--- src/hdl/assert_macros.svh ---
// ---------------------------------------------------------------------------
// Assertion macros
// Shared concurrent assertion wrappers for the scancode key buffer RTL.
// ---------------------------------------------------------------------------
`ifndef ASSERT_MACROS_SVH
`define ASSERT_MACROS_SVH

`ifndef SYNTHESIS

// Checked on every rising clock edge outside of reset.
`define SKB_ASSERT(lbl, clk, rst_n, prop, msg) \
	lbl: assert property (@(posedge clk) disable iff (!rst_n) (prop)) else $error(msg);

// Checked on every rising clock edge, reset included.
`define SKB_ASSERT_ALWAYS(lbl, clk, prop, msg) \
	lbl: assert property (@(posedge clk) (prop)) else $error(msg);

`else

`define SKB_ASSERT(lbl, clk, rst_n, prop, msg)
`define SKB_ASSERT_ALWAYS(lbl, clk, prop, msg)

`endif

`endif

--- src/hdl/skb_pkg.sv ---
// ---------------------------------------------------------------------------
// Scancode key buffer package
// Sizes, command and status types and the set 1 ASCII lookup.
// ---------------------------------------------------------------------------
`default_nettype none

package skb_pkg;

	// Ring geometry.
	localparam int RING_DEPTH = 1024;
	localparam int RING_AW    = (RING_DEPTH > 1) ? $clog2(RING_DEPTH) : 1;

	// Field widths.
	localparam int CODE_W = 8;
	localparam int KEY_W  = 7;
	localparam int CHAR_W = 7;

	// Operation codes of a request.
	localparam logic OP_EVENT = 1'b0;
	localparam logic OP_READ  = 1'b1;

	// Commands from the controller to the datapath.
	typedef struct packed {
		logic accept;   // a request is taken this cycle
		logic is_read;  // the request reads the ring
		logic ring_rd;  // the read finds data and pops the ring
	} skb_cmd_t;

	// Status from the datapath to the controller.
	typedef struct packed {
		logic ring_empty;
	} skb_sts_t;

	// Set 1 make code to ASCII; codes without a character map to zero.
	function automatic logic [CHAR_W-1:0] ascii_lut(input logic [KEY_W-1:0] key);
		logic [CHAR_W-1:0] ch;
		case (key)
			7'd1:    ch = 7'h1B;
			7'd2:    ch = 7'h31;
			7'd3:    ch = 7'h32;
			7'd4:    ch = 7'h33;
			7'd5:    ch = 7'h34;
			7'd6:    ch = 7'h35;
			7'd7:    ch = 7'h36;
			7'd8:    ch = 7'h37;
			7'd9:    ch = 7'h38;
			7'd10:   ch = 7'h39;
			7'd11:   ch = 7'h30;
			7'd12:   ch = 7'h2D;
			7'd13:   ch = 7'h3D;
			7'd14:   ch = 7'h08;
			7'd15:   ch = 7'h09;
			7'd16:   ch = 7'h71;
			7'd17:   ch = 7'h77;
			7'd18:   ch = 7'h65;
			7'd19:   ch = 7'h72;
			7'd20:   ch = 7'h74;
			7'd21:   ch = 7'h79;
			7'd22:   ch = 7'h75;
			7'd23:   ch = 7'h69;
			7'd24:   ch = 7'h6F;
			7'd25:   ch = 7'h70;
			7'd26:   ch = 7'h5B;
			7'd27:   ch = 7'h5D;
			7'd28:   ch = 7'h0A;
			7'd30:   ch = 7'h61;
			7'd31:   ch = 7'h73;
			7'd32:   ch = 7'h64;
			7'd33:   ch = 7'h66;
			7'd34:   ch = 7'h67;
			7'd35:   ch = 7'h68;
			7'd36:   ch = 7'h6A;
			7'd37:   ch = 7'h6B;
			7'd38:   ch = 7'h6C;
			7'd39:   ch = 7'h3B;
			7'd40:   ch = 7'h27;
			7'd41:   ch = 7'h60;
			7'd43:   ch = 7'h5C;
			7'd44:   ch = 7'h7A;
			7'd45:   ch = 7'h78;
			7'd46:   ch = 7'h63;
			7'd47:   ch = 7'h76;
			7'd48:   ch = 7'h62;
			7'd49:   ch = 7'h6E;
			7'd50:   ch = 7'h6D;
			7'd51:   ch = 7'h2C;
			7'd52:   ch = 7'h2E;
			7'd53:   ch = 7'h2F;
			7'd55:   ch = 7'h2A;
			7'd57:   ch = 7'h20;
			default: ch = '0;
		endcase
		return ch;
	endfunction

endpackage

`default_nettype wire

--- src/hdl/skb_ctrl.sv ---
// ---------------------------------------------------------------------------
// Scancode key buffer controller
// Tracks the result register and issues commands to the datapath.
// ---------------------------------------------------------------------------
`default_nettype none
`include "assert_macros.svh"

module skb_ctrl (
	input  wire logic              clk,
	input  wire logic              arst_n,
	input  wire logic              in_valid,
	input  wire logic              in_op,
	output      logic              in_ready,
	output      logic              out_valid,
	input  wire logic              out_ready,
	input  wire skb_pkg::skb_sts_t sts,
	output      skb_pkg::skb_cmd_t cmd
);

	typedef enum logic [1:0] {
		ST_IDLE = 2'b01,
		ST_FULL = 2'b10
	} skb_state_t;

	skb_state_t state_q;
	skb_state_t state_d;
	logic       take;

	// A request is taken when the result register is empty or is emptied now.
	assign in_ready  = (state_q == ST_IDLE) || out_ready;
	assign out_valid = (state_q == ST_FULL);
	assign take      = in_valid && in_ready;

	// Commands to the datapath.
	always_comb begin
		cmd.accept  = take;
		cmd.is_read = (in_op == skb_pkg::OP_READ);
		cmd.ring_rd = take && (in_op == skb_pkg::OP_READ) && !sts.ring_empty;
	end

	// Next state.
	always_comb begin
		case (state_q)
			ST_IDLE: state_d = take ? ST_FULL : ST_IDLE;
			ST_FULL: state_d = (out_ready && !take) ? ST_IDLE : ST_FULL;
			default: state_d = ST_IDLE;
		endcase
	end

	// State register.
	always_ff @(posedge clk or negedge arst_n) begin
		if (!arst_n) begin
			state_q <= ST_IDLE;
		end else begin
			state_q <= state_d;
		end
	end

	`SKB_ASSERT(a_take_gives_result, clk, arst_n, take |=> out_valid, "accepted request lost its result")
	`SKB_ASSERT(a_pop_needs_take, clk, arst_n, cmd.ring_rd |-> (cmd.accept && cmd.is_read), "ring pop without read request")
	`SKB_ASSERT_ALWAYS(a_no_overwrite, clk, !(in_ready && out_valid && !out_ready), "request taken over a held result")

endmodule

`default_nettype wire

--- config.mk ---
export PLATFORM = sky130hd
export DESIGN_NAME = skb_ctrl
export DESIGN_NICKNAME = d
export VERILOG_FILES = /design/src/hdl/skb_pkg.sv /design/src/hdl/skb_ctrl.sv
export VERILOG_INCLUDE_DIRS = /design/src /design/src/hdl
export SDC_FILE = /design/constraint.sdc
export NUM_CORES = 1
export LEC_CHECK = 0
export BUFFER_PORTS_ARGS = -buffer_cell sky130_fd_sc_hd__buf_2
export CAP_MARGIN = 25
export CORE_AREA = 2 2 39 41
export CTS_CLUSTER_DIAMETER = 200
export DETAILED_ROUTE_END_ITERATION = 7
export DIE_AREA = 0 0 41 43
export GPL_ROUTABILITY_DRIVEN = 0
export GPL_TIMING_DRIVEN = 0
export PLACE_DENSITY = 0.4
export SYNTH_ARGS = -nofsm -noshare
export SYNTH_HDL_FRONTEND = slang
export SYNTH_SLANG_ARGS = --single-unit
--- constraint.sdc ---
create_clock -name clk -period 2 [get_ports clk]
set_clock_uncertainty 0.05 [all_clocks]
set_input_delay 0.4 -clock clk [delete_from_list [all_inputs] [get_ports clk]]
set_output_delay 0.4 -clock clk [all_outputs]
set_load 0.01 [all_outputs]
==> key figures, run 1 <==
STA
  – Max-slew violations: 0
  – Finish-stage setup viols: 0
  – Max Fclk: 0.554 GHz
  – Max_slew headroom: 0.897
  – Final Cycle Share: 0.903
  – Fin Setup TNS: 0 ns
  – Unrepaired setup endpoints after global routing: false
  – Final Critical Period: 1.81 ns
  – Final Hold Viols: 0
  – Least-Margin Pin Slew: 0.153 ns

Global routing
  – Largest net degree at the start of global routing: 5
  – Remaining Overflow, GRT: 0
  – Overall Global Routing Usage: 0.0592
  – Initial antenna violation count: 0
  – Vias in the first global route: 185
  – First-pass GRT wire length: 641 microns

Power and ir drop
  – Power Density: 1250 mW/mm^2
  – Leak pwr: 0.000138 uW
  – Worst VDD drop: 333 uV

Synthesis
  – Largest area contributor in the netlist: dfstp_2
  – Post-Synthesis Net Count: 24
  – Post-synth top flop: dfstp_2
  – Syn_area_per_cell: 9.38 sq um
  – Count of cell types in the netlist: 12
  – Most frequent cells after synthesis: 2 x a21oi_1, 2 x buf_4, 2 x ha_1, 2 x inv_1
  – Share of the synthesized area in the top cell type: 0.175
  – Area contributors post-synth: dfstp_2 18%, dfrtp_1 17%, ha_1 17%
  – Post-synth EDFFs: 0
  – Yosys reg bits: 2
  – Synth async-reset ratio: 1.00
  – Netlist Area Pre-Place: 150 sq um
  – Seq/Total Area, Yosys: 0.342
  – Yosys warns: 0
  – Post-Synthesis Cells: 16

Final layout
  – Largest registers: state_q (2)
  – Register area: 51.3 sq um
  – Final net count: 40
  – Reg with most FFs: state_q
  – Largest register FFs: 2
  – Area Growth Syn to Fin: 70.8%
  – Layout cell share with drive strength beyond 1: 0.516
  – # diodes: 0
  – Layout filler cell count: 163
  – Multi-input gate area: 76.3 sq um
  – Final Non-Filler Cells: 47

Setup path
  – Worst path cell trace: ha_1, o21a_1, and3b_1, buf_2
  – CP startpoint kind: register
  – WP buf/inv: 1
  – CP max stage delay: 0.52 ns
  – CP Capture Type: primary output
  – FF-to-FF Start: state_q[0]
  – CP startpoint: state_q[0]
  – Delay-heaviest family, CP: flip-flops
  – WS Path Type: register to primary output
  – Maximum fanout along the worst path: 4
  – Slowest CP cell: dfstp_2
  – WP data arrival: 1.36 ns
  – Crit path required time: 1.55 ns

Route
  – Drt total wl: 364 microns
  – DR pass1 iterations: 4
  – Number of antenna-violating nets in the routed design: 0
  – Via count: 153
  – Drt wl/cell: 7.74 microns
  – Residual DRC: 0
  – Vias per cell: 3.26
  – Initial drt markers: 5

Clocking
  – Root buf cell: clkbuf_4
  – CTS clk-pin slew, worst paths: 0.03 ns
  – Worst-skew pair later-pin latency: 0.23 ns
  – Setup Buffers After CTS: 0
  – Max H-tree Level: 1
  – CTS tree: yes
  – TritonCTS buffer count: 3
  – Num Clock Sinks: 2
  – CTS max path bufs: 2

Worst hold path
  – Worst min-delay path startpoint: in_valid
  – Hold WC Path Type: input pin to register

Placed design
  – Placed cell count: 42
  – IO Port Bufs: 10

Floorplan
  – Core area: 0.00138 sq mm
  – Die W: 41 microns
  – Num rows: 14
  – Initial Util: 0.108
  – IO Count: 11
  – Die ar.: 0.00176 sq mm
  – Die H: 43 microns

Flow run
  – Max_cap viols: 0

Status
  – Status: finished, final reports clean
[stage by stage]
stage	area, sq um	hold slack [ns]	setup slack, ns	util	power [uW]
2_1_floorplan	150	0.0544	0.550	-	179
3_3_place_gp	220	0.142	0.410	0.159	225
3_5_place_dp	220	0.142	0.419	0.159	224
4_1_cts	256	0.305	0.173	0.185	332
5_1_grt	256	0.340	0.0980	0.185	364
6_report	256	0.313	0.194	0.185	322
[cell type report]
cell class / count / area share
plain buffers: 2 / 0.0585
clock buffers: 4 / 0.102
inverters: 2 / 0.0293
multi-input cells: 10 / 0.298
flip-flops and latches: 2 / 0.200
well taps: 16 / 0.0780
repair buffers: 11 / 0.234
[path summary, 6_finish.rpt]
path	depth (start not counted)	end	slack (ns)
max	4	cmd[0]	0.19
min	2	state_q[0]	0.31
max reg2reg	4	state_q[1]	0.79
min reg2reg	2	state_q[1]	0.52
max in group asynchronous	2	state_q[0]	1.26
min in group asynchronous	2	state_q[1]	0.44
[power breakdown]
part | internal [uW] | switching (uW)
clock network | 74.2 | 25.8
registers | 68.6 | 10.0
logic | 71.2 | 71.8
[kinds of logic (layout without fill, tap and decap cells)]
kind of cell	after synthesis	after routing	synth area share
AO/OA/AOI/OAI	5	5	0.200
flip-flops	2	2	0.342
AND/OR/NAND/NOR	3	3	0.142
adder cells (fa/ha/maj)	2	2	0.167
buffers and inverters	4	19	0.150
[layer usage]
layer | global-route usage | up-vias | routed length (microns)
met4 | 0.0800 | 0 | 0
met2 | 0.0688 | 8 | 132
met5 | 0 | - | 0
met3 | 0.0157 | 0 | 47
met1 | 0.0707 | 61 | 185
li1 | - | 84 | -
[layout by cell type, fill, tap and decap left out, types with 2 or more instances in the layout]
master     n
clkbuf_4   3
buf_2     10
ha_1       2
a21oi_1    2
buf_4      2
inv_1      2
[what timing repair did]
action	CTS	global route
resized for setup	0	0
endpoints found under the hold margin	1	0
hold buffers	1	0
setup endpoints to repair	0	0
Note: power is estimated with default switching activity, not from simulation.
==> run 2, diff against run 1 <==
--- a/config.mk
+++ b/config.mk
@@ -9,11 +9,12 @@
 export BUFFER_PORTS_ARGS = -buffer_cell sky130_fd_sc_hd__buf_2
 export CAP_MARGIN = 25
 export CORE_AREA = 2 2 39 41
+export CTS_BUF_LIST = sky130_fd_sc_hd__clkbuf_8 sky130_fd_sc_hd__clkbuf_16
 export CTS_CLUSTER_DIAMETER = 200
 export DETAILED_ROUTE_END_ITERATION = 7
 export DIE_AREA = 0 0 41 43
 export GPL_ROUTABILITY_DRIVEN = 0
-export GPL_TIMING_DRIVEN = 0
+export GPL_TIMING_DRIVEN = 1
 export PLACE_DENSITY = 0.4
 export SYNTH_ARGS = -nofsm -noshare
 export SYNTH_HDL_FRONTEND = slang
==> key figures, run 2 (synthesis gave the netlist of run 1 again) <==
STA
  – Max Fclk: 0.566 GHz (+2.2%)
  – Max_slew headroom: 0.907 (+0.00963)
  – Unrepaired setup endpoints after global routing: false
  – Fin Setup TNS: 0 ns (unchanged)
  – Finish-stage setup viols: 0 (unchanged)
  – Final Hold Viols: 0 (unchanged)
  – Final Critical Period: 1.77 ns (-0.0383 ns)
  – Least-Margin Pin Slew: 0.139 ns (-0.0143 ns)
  – Max-slew violations: 0 (unchanged)
  – Final Cycle Share: 0.884 (-0.0191)

Final layout
  – Area Growth Syn to Fin: 73.3%
  – Largest registers: state_q (2)
  – Most common cell after layout, fill and taps aside: buf_2
  – Layout cell share with drive strength beyond 1: 0.483 (-0.0334)
  – Final net count: 38 (-5.0%)
  – Largest register FFs: 2 (unchanged)
  – Most frequent cells in the layout: 10 x buf_2, 3 x inv_1, 3 x clkbuf_8
  – Reg with most FFs: state_q
  – Fin area: 260 sq um (+1.5%)
  – # diodes: 0 (unchanged)
  – Layout filler cell count: 162 (-0.61%)

Global routing
  – Largest net degree at the start of global routing: 5 (unchanged)
  – Initial antenna violation count: 0 (unchanged)
  – Vias in the first global route: 174 (-5.9%)
  – Remaining Overflow, GRT: 0 (unchanged)
  – First-pass GRT wire length: 662 microns (+3.3%)
  – Overall Global Routing Usage: 0.0632 (+0.00395)

Placed design
  – Area after DPL: 205 sq um (-6.8%)
  – IO Port Bufs: 10 (unchanged)

Floorplan
  – Die ar.: 0.00176 sq mm (unchanged)
  – Num rows: 14 (unchanged)
  – Die H: 43 microns (unchanged)
  – IO Count: 11 (unchanged)
  – Core area: 0.00138 sq mm (unchanged)
  – Die W: 41 microns (unchanged)
  – Initial Util: 0.108 (unchanged)

Route
  – Residual DRC: 0 (unchanged)
  – Via count: 146 (-4.6%)
  – Drt total wl: 365 microns (+0.27%)
  – Vias per cell: 3.24 (-0.33%)
  – Number of antenna-violating nets in the routed design: 0 (unchanged)
  – DR pass1 iterations: 1 (-3)
  – Initial drt markers: 0 (-5)
  – Drt wl/cell: 8.11 microns (+4.7%)

Power and ir drop
  – Pint: 264 uW (+23%)
  – Power Density: 1460 mW/mm^2 (+16%)
  – Switching Fraction: 0.304 (-0.0306)
  – Psw: 115 uW (+7.2%)
  – Worst VDD drop: 395 uV (+18%)
  – Clock group share of total power: 0.432 (+0.121)
  – Leak pwr: 0.000140 uW (+1.6%)
  – Logic gate share of total power: 0.361 (-0.084)
  – Sequential power share: 0.208 (-0.036)

Setup path
  – WP buf/inv: 1 (unchanged)
  – CP startpoint kind: register
  – WS Path Type: register to primary output
  – Slowest CP cell: dfstp_2
  – Maximum fanout along the worst path: 4 (unchanged)
  – WP data arrival: 1.32 ns (-0.04 ns)
  – CP max stage delay: 0.52 ns (about the same)
  – Worst path cell trace: ha_1, o21a_1, and3b_1, buf_2
  – Worst R2R Setup Slack: 0.79 ns (about the same)
  – Delay-heaviest family, CP: flip-flops
  – CP Capture Type: primary output
  – Crit path required time: 1.55 ns (about the same)

Clocking
  – Worst-skew pair later-pin latency: 0.21 ns (-0.02 ns)
  – CTS clk-pin slew, worst paths: 0.03 ns (about the same)
  – CTS max path bufs: 2 (unchanged)
  – Root buf cell: clkbuf_8
  – TritonCTS buffer count: 3 (unchanged)
  – Num Clock Sinks: 2 (unchanged)
  – CTS tree: yes
  – Setup Buffers After CTS: 0 (unchanged)
  – Max H-tree Level: 1 (unchanged)

Flow run
  – Max_cap viols: 0 (unchanged)

Status
  – Status: finished, final reports clean

Worst hold path
  – Hold WC Path Type: input pin to register
==> run 2: cell types whose count changed in the layout (fill, tap and decap cells not counted) <==
cell	previous run	this run
clkbuf_1	1	0
buf_4	2	0
clkbuf_4	3	0
inv_1	2	3
clkbuf_8	0	3
==> run 2: final timing paths <==
check,startpoint,end,depth (start not counted)
worst max register to register,state_q[0],state_q[1],4
worst max-delay path,state_q[0],cmd[0],4
worst min-delay path,in_valid,state_q[0],2
worst min register to register,state_q[1],state_q[1],2
max in group asynchronous,arst_n,state_q[0],2
min in group asynchronous,arst_n,state_q[1],2
==> run 2: power groups by stage <==
stage          sequential (uW)  combinational [uW]  clock (uW)
2_1_floorplan             76.9                 102           0
3_3_place_gp              78.9                 139           0
3_5_place_dp              79.6                 138           0
4_1_cts                   79.2                 140         170
5_1_grt                   82.8                 159         177
6_report                  78.8                 137         164
==> run 2: area by class of cell <==
class / instances / area [sq um] / share of cell area
Inverter: 2 / 7.51 / 0.0288
Timing Repair Buffer: 11 / 60.1 / 0.231
Clock buffer: 3 / 41.3 / 0.159
Tap cell: 16 / 20.0 / 0.0769
Clock inverter: 1 / 3.75 / 0.0144
Multi-Input combinational cell: 10 / 76.3 / 0.293
Sequential cell: 2 / 51.3 / 0.197
==> run 2: metrics by stage <==
step	utilization	worst slack [ns]	hold WS, ns	cells	total power, uW
6_report	0.188	0.232	0.333	45	380
3_5_place_dp	0.148	0.434	0.140	40	218
5_1_grt	0.188	0.122	0.338	45	419
2_1_floorplan	-	0.550	0.0544	16	179
3_3_place_gp	0.148	0.414	0.142	40	218
4_1_cts	0.188	0.209	0.325	45	389
==> run 2: repair_timing <==
action,CTS,global route
endpoints found under the hold margin,1,0
hold buffers,1,0
gates resized for setup,0,0
==> run 2: worst register-to-register path, delay by kind of cell (launching register included) <==
| kind | cells | cell delay (ns) |
|---|---|---|
| flops | 1 | 0.52 |
| compound gates | 2 | 0.26 |
| fa+ha+maj | 1 | 0.22 |
| buf+inv | 1 | 0.04 |
==> run 2: metal layers <==
layer	up-vias	GRT usage	wire, microns
met5	-	0	0
met4	0	0.0800	0
met3	0	0.0314	51
met2	8	0.0719	152
met1	61	0.0705	161
li1	77	-	-
==> run 3, diff against run 2 <==
--- a/config.mk
+++ b/config.mk
@@ -8,11 +8,11 @@
 export LEC_CHECK = 0
 export BUFFER_PORTS_ARGS = -buffer_cell sky130_fd_sc_hd__buf_2
 export CAP_MARGIN = 25
-export CORE_AREA = 2 2 39 41
+export CORE_AREA = 5 5 42 44
 export CTS_BUF_LIST = sky130_fd_sc_hd__clkbuf_8 sky130_fd_sc_hd__clkbuf_16
 export CTS_CLUSTER_DIAMETER = 200
 export DETAILED_ROUTE_END_ITERATION = 7
-export DIE_AREA = 0 0 41 43
+export DIE_AREA = 0 0 47 49
 export GPL_ROUTABILITY_DRIVEN = 0
 export GPL_TIMING_DRIVEN = 1
 export PLACE_DENSITY = 0.4
==> key figures, run 3 (synthesis gave the netlist of run 1 again) <==
Floorplan
  – Die W: 47 microns (+15%)
  – Initial Util: 0.107 (-0.00136)
  – Num rows: 14 (unchanged)
  – IO Count: 11 (unchanged)
  – Die H: 49 microns (+14%)
  – Core area: 0.00140 sq mm (+1.3%)
  – Die ar.: 0.00230 sq mm (+31%)

Route
  – Number of antenna-violating nets in the routed design: 0 (unchanged)
  – Drt wl/cell: 9.09 microns (+12%)
  – Initial drt markers: 2 (+2)
  – Residual DRC: 0 (unchanged)
  – Via count: 153 (+4.8%)
  – Drt total wl: 409 microns (+12%)
  – Vias per cell: 3.40 (+4.8%)
  – DR pass1 iterations: 2 (+1)

Setup path
  – CP startpoint: state_q[0]
  – WS Path Type: register to primary output
  – Reg-to-Reg End: state_q[1]
  – CP startpoint kind: register
  – CP Capture Type: primary output
  – Path depth of the worst reg2reg path: 4 (unchanged)
  – WP data arrival: 1.35 ns (+0.03 ns)
  – Worst R2R Setup Slack: 0.80 ns (about the same)
  – FF-to-FF Start: state_q[0]
  – Crit path required time: 1.55 ns (about the same)
  – Maximum fanout along the worst path: 4 (unchanged)

Final layout
  – Final Non-Filler Cells: 45 (unchanged)
  – Largest registers: state_q (2)
  – Register area: 51.3 sq um (unchanged)
  – Largest register FFs: 2 (unchanged)
  – Most common cell after layout, fill and taps aside: buf_2
  – Most frequent cells in the layout: 10 x buf_2, 3 x inv_1, 3 x clkbuf_8
  – Layout filler cell count: 167 (+3.1%)
  – Final net count: 38 (unchanged)
  – # diodes: 0 (unchanged)
  – Layout cell share with drive strength beyond 1: 0.483 (unchanged)
  – Reg with most FFs: state_q
  – Area Growth Syn to Fin: 73.3% (unchanged)
  – Multi-input gate area: 76.3 sq um (unchanged)
  – Fin area: 260 sq um (unchanged)

Clocking
  – Max H-tree Level: 1 (unchanged)
  – Hold Buf Count CTS: 1 (unchanged)
  – Num Clock Sinks: 2 (unchanged)
  – Root buf cell: clkbuf_8
  – Worst-skew pair later-pin latency: 0.21 ns (about the same)
  – TritonCTS buffer count: 3 (unchanged)
  – Cts repair resizes: 0 (unchanged)
  – CTS tree: yes
  – CTS clk-pin slew, worst paths: 0.03 ns (about the same)
  – CTS max path bufs: 2 (unchanged)
  – Setup Buffers After CTS: 0 (unchanged)

STA
  – Unrepaired setup endpoints after global routing: false
  – Fin Setup TNS: 0 ns (unchanged)
  – Least-Margin Pin Slew: 0.131 ns (-0.00726 ns)
  – Max Fclk: 0.555 GHz (-1.9%)
  – Final Hold Viols: 0 (unchanged)
  – Max_slew headroom: 0.911 (+0.00489)
  – Final Cycle Share: 0.901 (+0.0175)
  – Max-slew violations: 0 (unchanged)
  – Final Critical Period: 1.80 ns (+0.0350 ns)
  – Finish-stage setup viols: 0 (unchanged)

Power and ir drop
  – Power Density: 1460 mW/mm^2 (-0.14%)
  – Worst VDD drop: 253 uV (-36%)
  – Leak pwr: 0.000140 uW (unchanged)

Placed design
  – IO Port Bufs: 10 (unchanged)
  – Area after DPL: 205 sq um (unchanged)
  – Placed cell count: 40 (unchanged)
  – Post-DP HPWL: 331 microns

Worst hold path
  – Hold Path Sink: state_q[0]
  – Hold WC Path Type: input pin to register
  – Worst min-delay path startpoint: in_valid
  – Hold Crit Depth: 2 (unchanged)

Global routing
  – Initial antenna violation count: 0 (unchanged)
  – Vias in the first global route: 178 (+2.3%)
  – Overall Global Routing Usage: 0.0493 (-0.0139)
  – Largest net degree at the start of global routing: 5 (unchanged)
  – First-pass GRT wire length: 703 microns (+6.2%)
  – Remaining Overflow, GRT: 0 (unchanged)

Status
  – Status: finished, final reports clean

Flow run
  – Max_cap viols: 0 (unchanged)
==> run 3: cell counts in the layout (fill, tap and decap cells not counted) <==
No cell type changed its count.
==> run 3: final cells by class <==
cell class                      count  area share
Clock inverter                      1      0.0144
Multi-Input combinational cell     10       0.293
Sequential cell                     2       0.197
Inverter                            2      0.0288
Timing Repair Buffer               11       0.231
Clock buffer                        3       0.159
Tap cell                           16      0.0769
==> run 3: power by group <==
part           switching, uW  total [uW]  internal, uW  leakage, uW
clock network           33.9         164           130    0.0000269
registers               9.57        78.2          68.6    0.0000238
logic                   71.7         137          65.4    0.0000890
==> run 3: metal layers <==
metal	vias to the layer above	global-route usage	wire [microns]
met2	8	0.0588	185
li1	76	-	-
met3	0	0.0443	69
met1	69	0.0441	154
met5	-	0	0
met4	0	0.0553	0
==> run 3: worst max-delay path by stage <==
stage                        end  cells past startpoint
after floorplan           cmd[0]                      3
after global placement    cmd[0]                      4
after detailed placement  cmd[0]                      4
after CTS                 cmd[0]                      4
after global routing      cmd[0]                      4
final                     cmd[0]                      4
==> run 3: metrics by stage <==
step | hold WS, ns | util | setup slack (ns) | power (uW)
floorplan | 0.0544 | - | 0.550 | 179
global placement | 0.139 | 0.146 | 0.432 | 219
detailed placement | 0.135 | 0.146 | 0.398 | 218
CTS | 0.318 | 0.186 | 0.170 | 390
global route | 0.343 | 0.186 | 0.125 | 416
finish | 0.325 | 0.186 | 0.197 | 379
==> run 3: worst max-delay path, cell delays in order, from the launching register on <==
cell and delay (ns):
dfstp_2 0.52, ha_1 0.21, o21a_1 0.15, and3b_1 0.15, buf_2 0.12
